[src/hdl/mcc_pkg.sv]
// Shared types, constants and codes for the minimum coin change core.
package mcc_pkg;

  // Field and register widths.
  localparam int unsigned AMT_W      = 12;
  localparam int unsigned COIN_W     = 12;
  localparam int unsigned COUNT_W    = 3;
  localparam int unsigned CFG_IDX_W  = 3;
  localparam int unsigned CFG_DATA_W = 12;
  localparam int unsigned TBL_W      = 13;
  localparam int unsigned CALC_W     = 17;
  localparam int unsigned KIDX_W     = 3;
  localparam int unsigned NUM_COIN_REGS = 6;

  // Defaults for the top level parameters.
  localparam int unsigned DEF_MAX_AMOUNT = 4095;
  localparam int unsigned DEF_MAX_COINS  = 6;

  // Table code for an amount that no combination of coins reaches.
  localparam logic [TBL_W-1:0] UNREACHED = '1;

  // Configuration register indexes.
  localparam logic [CFG_IDX_W-1:0] REG_COIN_COUNT   = 3'd0;
  localparam logic [CFG_IDX_W-1:0] REG_COIN_VALUE_0 = 3'd1;
  localparam logic [CFG_IDX_W-1:0] REG_COIN_VALUE_5 = 3'd6;

  typedef enum logic [2:0] {
    ST_IDLE,
    ST_INIT,
    ST_FILL,
    ST_WRITE,
    ST_FINISH
  } mcc_state_e;

  // Commands from the controller to the datapath.
  typedef struct packed {
    logic              load;
    logic              init;
    logic              issue;
    logic              write;
    logic              publish;
    logic [KIDX_W-1:0] coin_idx;
  } mcc_cmd_t;

  // Status from the datapath to the controller.
  typedef struct packed {
    logic               tgt_over;
    logic               tgt_zero;
    logic               amt_last;
    logic [COUNT_W-1:0] ncoins;
  } mcc_sts_t;

endpackage

[src/hdl/mcc_ctrl.sv]
// Controller state machine that sequences the table fill for one request.
module mcc_ctrl (
  input  logic              clk_i,
  input  logic              rst_ni,
  input  logic              in_valid_i,
  output logic              in_ready_o,
  output logic              out_valid_o,
  input  logic              out_ready_i,
  input  mcc_pkg::mcc_sts_t sts_i,
  output mcc_pkg::mcc_cmd_t cmd_o
);
  import mcc_pkg::*;

  mcc_state_e        state_q, state_d;
  logic [KIDX_W-1:0] k_q, k_d;
  logic              out_valid_q, out_valid_d;
  logic              coin_last;

  assign coin_last = (sts_i.ncoins == '0) ||
                     (k_q == KIDX_W'(sts_i.ncoins - COUNT_W'(1)));

  always_ff @(posedge clk_i or negedge rst_ni) begin
    if (!rst_ni) begin
      state_q     <= ST_IDLE;
      k_q         <= '0;
      out_valid_q <= 1'b0;
    end else begin
      state_q     <= state_d;
      k_q         <= k_d;
      out_valid_q <= out_valid_d;
    end
  end

  always_comb begin
    state_d      = state_q;
    k_d          = k_q;
    cmd_o        = '0;
    cmd_o.coin_idx = k_q;
    in_ready_o   = 1'b0;
    out_valid_d  = out_valid_q;
    if (out_valid_q && out_ready_i) begin
      out_valid_d = 1'b0;
    end
    case (state_q)
      ST_IDLE: begin
        in_ready_o = 1'b1;
        if (in_valid_i) begin
          cmd_o.load = 1'b1;
          state_d    = sts_i.tgt_over ? ST_FINISH : ST_INIT;
        end
      end
      ST_INIT: begin
        cmd_o.init = 1'b1;
        k_d        = '0;
        state_d    = sts_i.tgt_zero ? ST_FINISH : ST_FILL;
      end
      ST_FILL: begin
        cmd_o.issue = 1'b1;
        if (coin_last) begin
          state_d = ST_WRITE;
        end else begin
          k_d = k_q + KIDX_W'(1);
        end
      end
      ST_WRITE: begin
        cmd_o.write = 1'b1;
        k_d         = '0;
        state_d     = sts_i.amt_last ? ST_FINISH : ST_FILL;
      end
      ST_FINISH: begin
        if (!out_valid_q || out_ready_i) begin
          cmd_o.publish = 1'b1;
          out_valid_d   = 1'b1;
          state_d       = ST_IDLE;
        end
      end
      default: begin
        state_d = ST_IDLE;
      end
    endcase
  end

  assign out_valid_o = out_valid_q;

endmodule

[config.mk]
export PLATFORM = sky130hd
export DESIGN_NAME = mcc_ctrl
export DESIGN_NICKNAME = d
export VERILOG_FILES = /design/src/hdl/mcc_pkg.sv /design/src/hdl/mcc_ctrl.sv
export SDC_FILE = /design/constraint.sdc
export NUM_CORES = 1
export LEC_CHECK = 0
export ABC_AREA = 1
export BUFFER_PORTS_ARGS = -buffer_cell sky130_fd_sc_hd__buf_2
export CAP_MARGIN = 30
export CORE_AREA = 2 2 39 41
export CTS_CLUSTER_DIAMETER = 80
export CTS_CLUSTER_SIZE = 8
export DETAILED_ROUTE_END_ITERATION = 6
export DIE_AREA = 0 0 41 43
export PLACE_DENSITY = 0.66
export SLEW_MARGIN = 20
export SYNTH_ARGS = -nofsm -noshare
export SYNTH_HDL_FRONTEND = slang
export SYNTH_SLANG_ARGS = --single-unit
[constraint.sdc]
create_clock -name clk_i -period 1.8 [get_ports clk_i]
set_input_delay 0.36 -clock clk_i [delete_from_list [all_inputs] [get_ports clk_i]]
set_output_delay 0.36 -clock clk_i [all_outputs]
set_load 0.005 [all_outputs]
==> metrics.md, run 1 <==
| Metric | Value |
|---|---|
| Row count | `14` |
| Hold WS | `304.8 ps` |
| Worst R2R Path Depth | `6` |
| Setup crit end kind | `output port` |
| Leading cell type in the layout, fill and taps excluded | `buf_2` |
| Chip width | `41 um` |
| CTS root buffer | `clkbuf_4` |
| Most frequent cells in the layout | `buf_2 (19), nand2_1 (18), inv_1 (14), nor2_1 (12), nand3_1 (10)` |
| Clk buf depth | `2` |
| Finished Core Util | `0.4783` |
| Post-route worst setup slack | `165.4 ps` |
| Max Cap Viol | `0` |
| PwrDens | `1391 nW/um2` |
| Syn_nets | `90` |
| Dominant cells by area after synthesis | `dfrtp_1 (34%), nand2_1 (13%), inv_1 (10%)` |
| Slew @ Worst Pin | `291.8 ps` |
| Slew Limit Fails | `0` |
| # DRC | `0` |
| Pleak | `0.4177 nW` |
| Distinct cells, synth | `15` |
| Pre-antenna DRT Iters | `4` |
| Die span in y | `43 um` |
| Share of power burned in registers | `0.324` |
| Fin. Hold Viols | `0` |
| Internal | `494.2 uW` |
| Sw frac | `0.4633` |
| Worst-Skew Late Latency | `250 ps` |
| Max frequency | `0.6118 GHz` |
| Yosys reg bits | `7` |
| Total power | `920.9 uW` |
| N_diodes | `0` |
| I/O Pins | `20` |
| Post-route clock period utilization | `0.9081` |
| Routed WL per cell | `9.121 um` |
| Final #Nets | `114` |
| Share of cells above drive strength 1 | `0.2700` |
| Area of the core | `1384 um2` |
| Sink Count | `7` |
| Fin crit period | `1635 ps` |
| Min-delay worst type | `in -> reg` |
| Critical path type | `reg -> out` |
| Vias/cell | `4.750` |
| DRT antenna net count | `0` |
| Syn Area/Cell | `6.760 um2` |
| WHS Endpoint | `out_valid_o` |
| H-tree depth | `1` |
| Crit path arrival time | `1270 ps` |
| Worst VDD drop | `746.8 uV` |
| Initial antenna violation count | `0` |
| Hold depth | `2` |
| Setup TNS | `0 ps` |
| Crit Reg-Reg Startpoint | `state_q[0]` |
| Psw | `426.7 uW` |
| Clock skew | `0.8574 ps` |
| DP HPWL | `810 um` |
| Clock slew at reported path FFs | `60 ps` |
| Status | `finished, final reports clean` |
| Initial Util | `0.3761` |
| Clock Power Share | `0.159` |
| Place WS | `180.9 ps` |
| Largest net degree at the start of global routing | `9` |
| Area delta synth->final | `27.16%` |
| Die Area | `1763 um2` |
| Fill count | `139` |
| Vias in the first global route | `465` |
| Worst Path Required | `1440 ps` |
| GPL Wtd Cong | `0.7190` |
| Setup repair bufs after CTS | `0` |
| Max transition margin | `0.8055` |
| Logic pwr share | `0.516` |
| Post-Syn Area | `520.5 um2` |
| Yosys warnings | `0` |
| Initial DRC Count | `9` |
| Worst reg2reg setup slack | `630 ps` |
| CTS tree | `built` |
| Synth area leader | `dfrtp_1` |
| First-pass GRT wire length | `1676 um` |
| Post-synth top area share | `0.3365` |
| Startpoint types | `flip-flop` |
| Unrepaired setup endpoints after global routing | `no` |
| Final setup fails | `0` |
| Final wirelength | `1058 um` |
| Hold path start | `out_ready_i` |
| CTS buffer count | `3` |
| Vias | `551` |
| Port Buffers | `19` |
| Crit-path max FO | `8` |
| Worst R2R End | `state_q[2]` |
| Remaining global-route overflow | `0` |
| Gate Count Post-Synth | `77` |
| Gr usage total | `0.1336` |
| Seq/Total Area, Yosys | `0.3365` |
## metrics by stage
step                      cell area (um2)  std cells
after floorplan                     520.5         77
after global placement              624.3        111
after detailed placement            624.3        111
after CTS                           661.9        116
after global routing                661.9        116
final                               661.9        116
## logic make-up after synthesis
kind of cell	synth area share
compound gates	0.01921
xor+xnor	0.01683
fa+ha+maj	0.07212
buf+inv	0.1298
flops	0.3365
simple gates	0.4255
## area by class of cell
class	count	area, um2	share of cell area
clock inverter	1	5.005	0.007561
tap	16	20.02	0.03025
inverter	15	56.30	0.08507
multi-input combinational	54	277.8	0.4197
sequential	7	175.2	0.2647
timing repair buffer	20	105.1	0.1588
clock buffer	3	22.52	0.03403
## flip-flops by register name (all words and copies together), names as in the netlist
name / count
k_q: 3
out_valid_o: 1
state_q: 3
## worst max-delay path, cell delays in order (launching register included)
cell,delay [ps]
dfrtp_1,480
nor2_1,240
nand2_1,100
nor2_1,90
buf_2,110
## power by group through the flow
stage | combinational [mW] | sequential, mW | clock, mW
2_1_floorplan | 0.363 | 0.276 | 0
3_3_place_gp | 0.467 | 0.301 | 0
3_5_place_dp | 0.468 | 0.301 | 0
4_1_cts | 0.478 | 0.298 | 0.148
5_1_grt | 0.543 | 0.311 | 0.161
6_report | 0.475 | 0.299 | 0.147
## cell usage after synthesis, drive strengths merged
cell type,number
dfrtp,7
nand3,10
o21ai,2
nand4,4
ha,3
xor2,1
buf,1
nor2,12
inv,15
nand2,20
nor3,2
## how the worst max path moves through the flow
stage,endpoint,cells after the start,start,slack (ps)
3_5_place_dp,state_q[2],11,sts_i[0],180
5_1_grt,cmd_o[7],4,state_q[0],60
6_report,cmd_o[7],4,state_q[0],170
2_1_floorplan,k_q[0],10,sts_i[0],380
3_3_place_gp,state_q[2],11,sts_i[0],210
4_1_cts,cmd_o[7],4,state_q[0],170
## routing by layer
layer / part of all wire / GRT usage
met1: 0.45 / 0.1584
met5: 0 / 0
met3: 0.067 / 0.03141
met4: 0.018 / 0.04000
met2: 0.46 / 0.2250
## timing repair
action / 4_1_cts / 5_1_grt
gates resized for setup: 0 / 0
hold endpoints to repair: 7 / 0
hold buffers: 1 / 0
Note: power is estimated with default switching activity, not from simulation.
==> inputs of run 2 (changes only) <==
- ABC_AREA: 1 -> unset
- PLACE_DENSITY: 0.66 -> unset
==> run 2 against run 1 <==
- clock power fell by 3%
- power shrank 6.9%
- area after synthesis is 6.2% lower
- critical path depth shrank 1
- cell count down 21%
- worst hold slack better by 110 ps
- sequential power increased by 10%
- first-iteration DRC count decreased by 78%
- non-clock buffer count increased by 2
- cell area is 5.1% lower
- critical path type unchanged
==> metrics.md, run 2 <==
| Metric | Value |
|---|---|
| Status | `finished, final reports clean` |
| WHS Endpoint | `out_valid_o` |
| Area of the core | `1384 um2 (unchanged)` |
| Worst VDD drop | `578.3 uV (-23%)` |
| Distinct cells, synth | `24 (+9)` |
| Vias/cell | `4.674 (-1.6%)` |
| Dominant cells by area after synthesis | `dfrtp_1 (36%), ha_1 (7.7%), nand2_1 (5.4%)` |
| Worst-Skew Late Latency | `250 ps (about the same)` |
| Leading cell type in the layout, fill and taps excluded | `buf_2` |
| Initial Util | `0.3526 (-0.02351)` |
| Final setup fails | `0 (unchanged)` |
| Share of power burned in registers | `0.385 (+0.061)` |
| Most frequent cells in the layout | `buf_2 (19), nand2_1 (7), dfrtp_1 (7), nor2_1 (5), inv_1 (4)` |
| CTS tree | `built` |
| Largest net degree at the start of global routing | `10 (+1)` |
| Final #Nets | `90 (-21%)` |
| Setup repair bufs after CTS | `0 (unchanged)` |
| Unrepaired setup endpoints after global routing | `no` |
| Slew Limit Fails | `0 (unchanged)` |
| Hold depth | `3 (+1)` |
| H-tree depth | `1 (unchanged)` |
| Syn Area/Cell | `9.207 um2 (+36%)` |
| Max Cap Viol | `0 (unchanged)` |
| Final instance area | `628.1 um2 (-5.1%)` |
| Chip width | `41 um (unchanged)` |
| Number of synthesized flops with an enable pin | `0 (unchanged)` |
| Sink Count | `7 (unchanged)` |
| Post-cts sizing count | `0 (unchanged)` |
| Yosys reg bits | `7 (unchanged)` |
| Routed WL per cell | `10.57 um (+16%)` |
| Synth area leader | `dfrtp_1` |
| Fin. Hold Viols | `0 (unchanged)` |
| Initial antenna violation count | `0 (unchanged)` |
| Gate Count Post-Synth | `53 (-31%)` |
| Gr usage total | `0.1360 (+0.002437)` |
| Max transition margin | `0.7668 (-0.03870)` |
| Fill count | `147 (+5.8%)` |
| Yosys warnings | `0 (unchanged)` |
| Main flop type after synthesis | `dfrtp_1` |
| Psw | `355.1 uW (-17%)` |
| Clock Power Share | `0.167 (+0.008)` |
| Clk buf depth | `2 (unchanged)` |
| Vias | `430 (-22%)` |
| Port Buffers | `19 (unchanged)` |
| Worst R2R Path Depth | `4 (-2)` |
| CTS root buffer | `clkbuf_4` |
| GPL Wtd Cong | `0.6714 (-6.6%)` |
| Clock slew at reported path FFs | `50 ps (about the same)` |
| Sw frac | `0.4141 (-0.04920)` |
| Post-route clock period utilization | `0.9031 (-0.004967)` |
| Die Area | `1763 um2 (unchanged)` |
| Fin crit period | `1626 ps (-8.940 ps)` |
| Area after DPL | `591.8 um2 (-5.2%)` |
| Seq/Total Area, Yosys | `0.3590 (+0.02244)` |
| Startpoint types | `flip-flop` |
| Area delta synth->final | `28.72%` |
| Worst reg2reg setup slack | `460 ps (-170 ps)` |
| Pleak | `0.3588 nW (-14%)` |
| Crit Reg-Reg Startpoint | `k_q[1]` |
| DRT antenna net count | `0 (unchanged)` |
| I/O Pins | `20 (unchanged)` |
| Hold Buf Count CTS | `1 (unchanged)` |
| Internal | `502.5 uW (+1.7%)` |
| Worst Path Required | `1440 ps (about the same)` |
| Share of cells above drive strength 1 | `0.3684 (+0.09842)` |
| First-pass GRT wire length | `1552 um (-7.4%)` |
| Die span in y | `43 um (unchanged)` |
| Post-synth top cells | `dfrtp_1 (7), nand2_1 (7), nor2_1 (5)` |
| # DRC | `0 (unchanged)` |
| Setup TNS | `0 ps (unchanged)` |
| Remaining global-route overflow | `0 (unchanged)` |
| Post-synth top area share | `0.3590 (+0.02244)` |
| Crit path arrival time | `1270 ps (about the same)` |
| Post-Syn Area | `488.0 um2 (-6.2%)` |
| # placed instances | `87 (-22%)` |
| Vias in the first global route | `399 (-14%)` |
| Logic pwr share | `0.448 (-0.068)` |
| Setup crit end kind | `output port` |
| PwrDens | `1365 nW/um2 (-1.9%)` |
| Max frequency | `0.6151 GHz (+0.55%)` |
| Total power | `857.6 uW (-6.9%)` |
| Row count | `14 (unchanged)` |
| CTS buffer count | `3 (unchanged)` |
| Clock skew | `0.9804 ps (+0.1230 ps)` |
| Critical path type | `reg -> out` |
| Slew @ Worst Pin | `349.8 ps (+58.05 ps)` |
| Pre-antenna DRT Iters | `4 (unchanged)` |
| Hold path start | `out_ready_i` |
| Syn_nets | `66 (-27%)` |
| Final wirelength | `972 um (-8.1%)` |
| Crit-path max FO | `9 (+1)` |
| Initial DRC Count | `2 (-7)` |
| Non-filler cells in the finished layout | `92 (-21%)` |
| Min-delay worst type | `in -> reg` |
| N_diodes | `0 (unchanged)` |
| Async set or reset register ratio after synthesis | `1.000 (unchanged)` |
| Worst R2R End | `k_q[1]` |
## run 2: cell types whose count changed in the layout (fill, tap and decap cells not counted), moves of 2 or more
cell	previous run	this run
nand3_1	10	2
inv_1	14	4
nand2_1	18	7
nand2_2	2	0
buf_4	0	2
nand4_1	4	0
mux2i_1	0	2
and3_1	0	2
nand2b_1	0	2
xor2_1	1	3
nor2_1	12	5
## run 2: cell families after synthesis
| group | synth area share |
|---|---|
| multiplexers | 0.06410 |
| AO/OA/AOI/OAI | 0.1026 |
| flip-flops | 0.3590 |
| XOR/XNOR | 0.05386 |
| adder cells (fa/ha/maj) | 0.07693 |
| AND/OR/NAND/NOR | 0.2513 |
| buffers and inverters | 0.09228 |
## run 2: stage by stage
step	setup WS, ps	utilization	hold WS, ps
floorplan	146.7	-	64.41
global placement	-16.62	0.4277	203.1
detailed placement	-62.23	0.4277	202.6
CTS	155.1	0.4539	405.6
global route	60.31	0.4539	443.8
finish	174.3	0.4539	416.7
## run 2: final cells by class
cell class,count,area [um2],area share
clock buffer,4,26.28,0.04183
multi-input combinational,38,267.8,0.4263
inverter,5,18.77,0.02988
sequential,7,175.2,0.2789
timing repair buffer,22,120.1,0.1912
tap,16,20.02,0.03187
## run 2: how the worst max path moves through the flow
| stage | depth (start not counted) | endpoint | slack [ps] | startpoint |
|---|---|---|---|---|
| after CTS | 3 | cmd_o[3] | 160 | state_q[0] |
| final | 3 | cmd_o[3] | 170 | state_q[0] |
| after global routing | 3 | cmd_o[3] | 60 | state_q[0] |
| after floorplan | 7 | k_q[1] | 150 | sts_i[0] |
| after detailed placement | 8 | k_q[1] | -60 | sts_i[0] |
| after global placement | 8 | k_q[1] | -20 | sts_i[0] |
## run 2: power groups by stage
stage	Sequential, mW	Clock, mW	Combinational (mW)
after global routing	0.348	0.162	0.444
after global placement	0.332	0	0.382
after CTS	0.330	0.152	0.391
final	0.330	0.143	0.384
after floorplan	0.262	0	0.345
after detailed placement	0.332	0	0.386
## run 2: per-layer routing
layer / track usage / wire, um / up-vias
li1: - / - / 226
met1: 0.1600 / 450 / 185
met2: 0.2031 / 459 / 17
met3: 0.03141 / 57 / 2
met4: 0.1000 / 5 / 0
met5: 0 / 0 / -
## run 2: worst max-delay path, cell delays in order (launching register included)
cell and delay, ps:
dfrtp_1 490, nor2_1 230, and3_1 180, buf_2 110
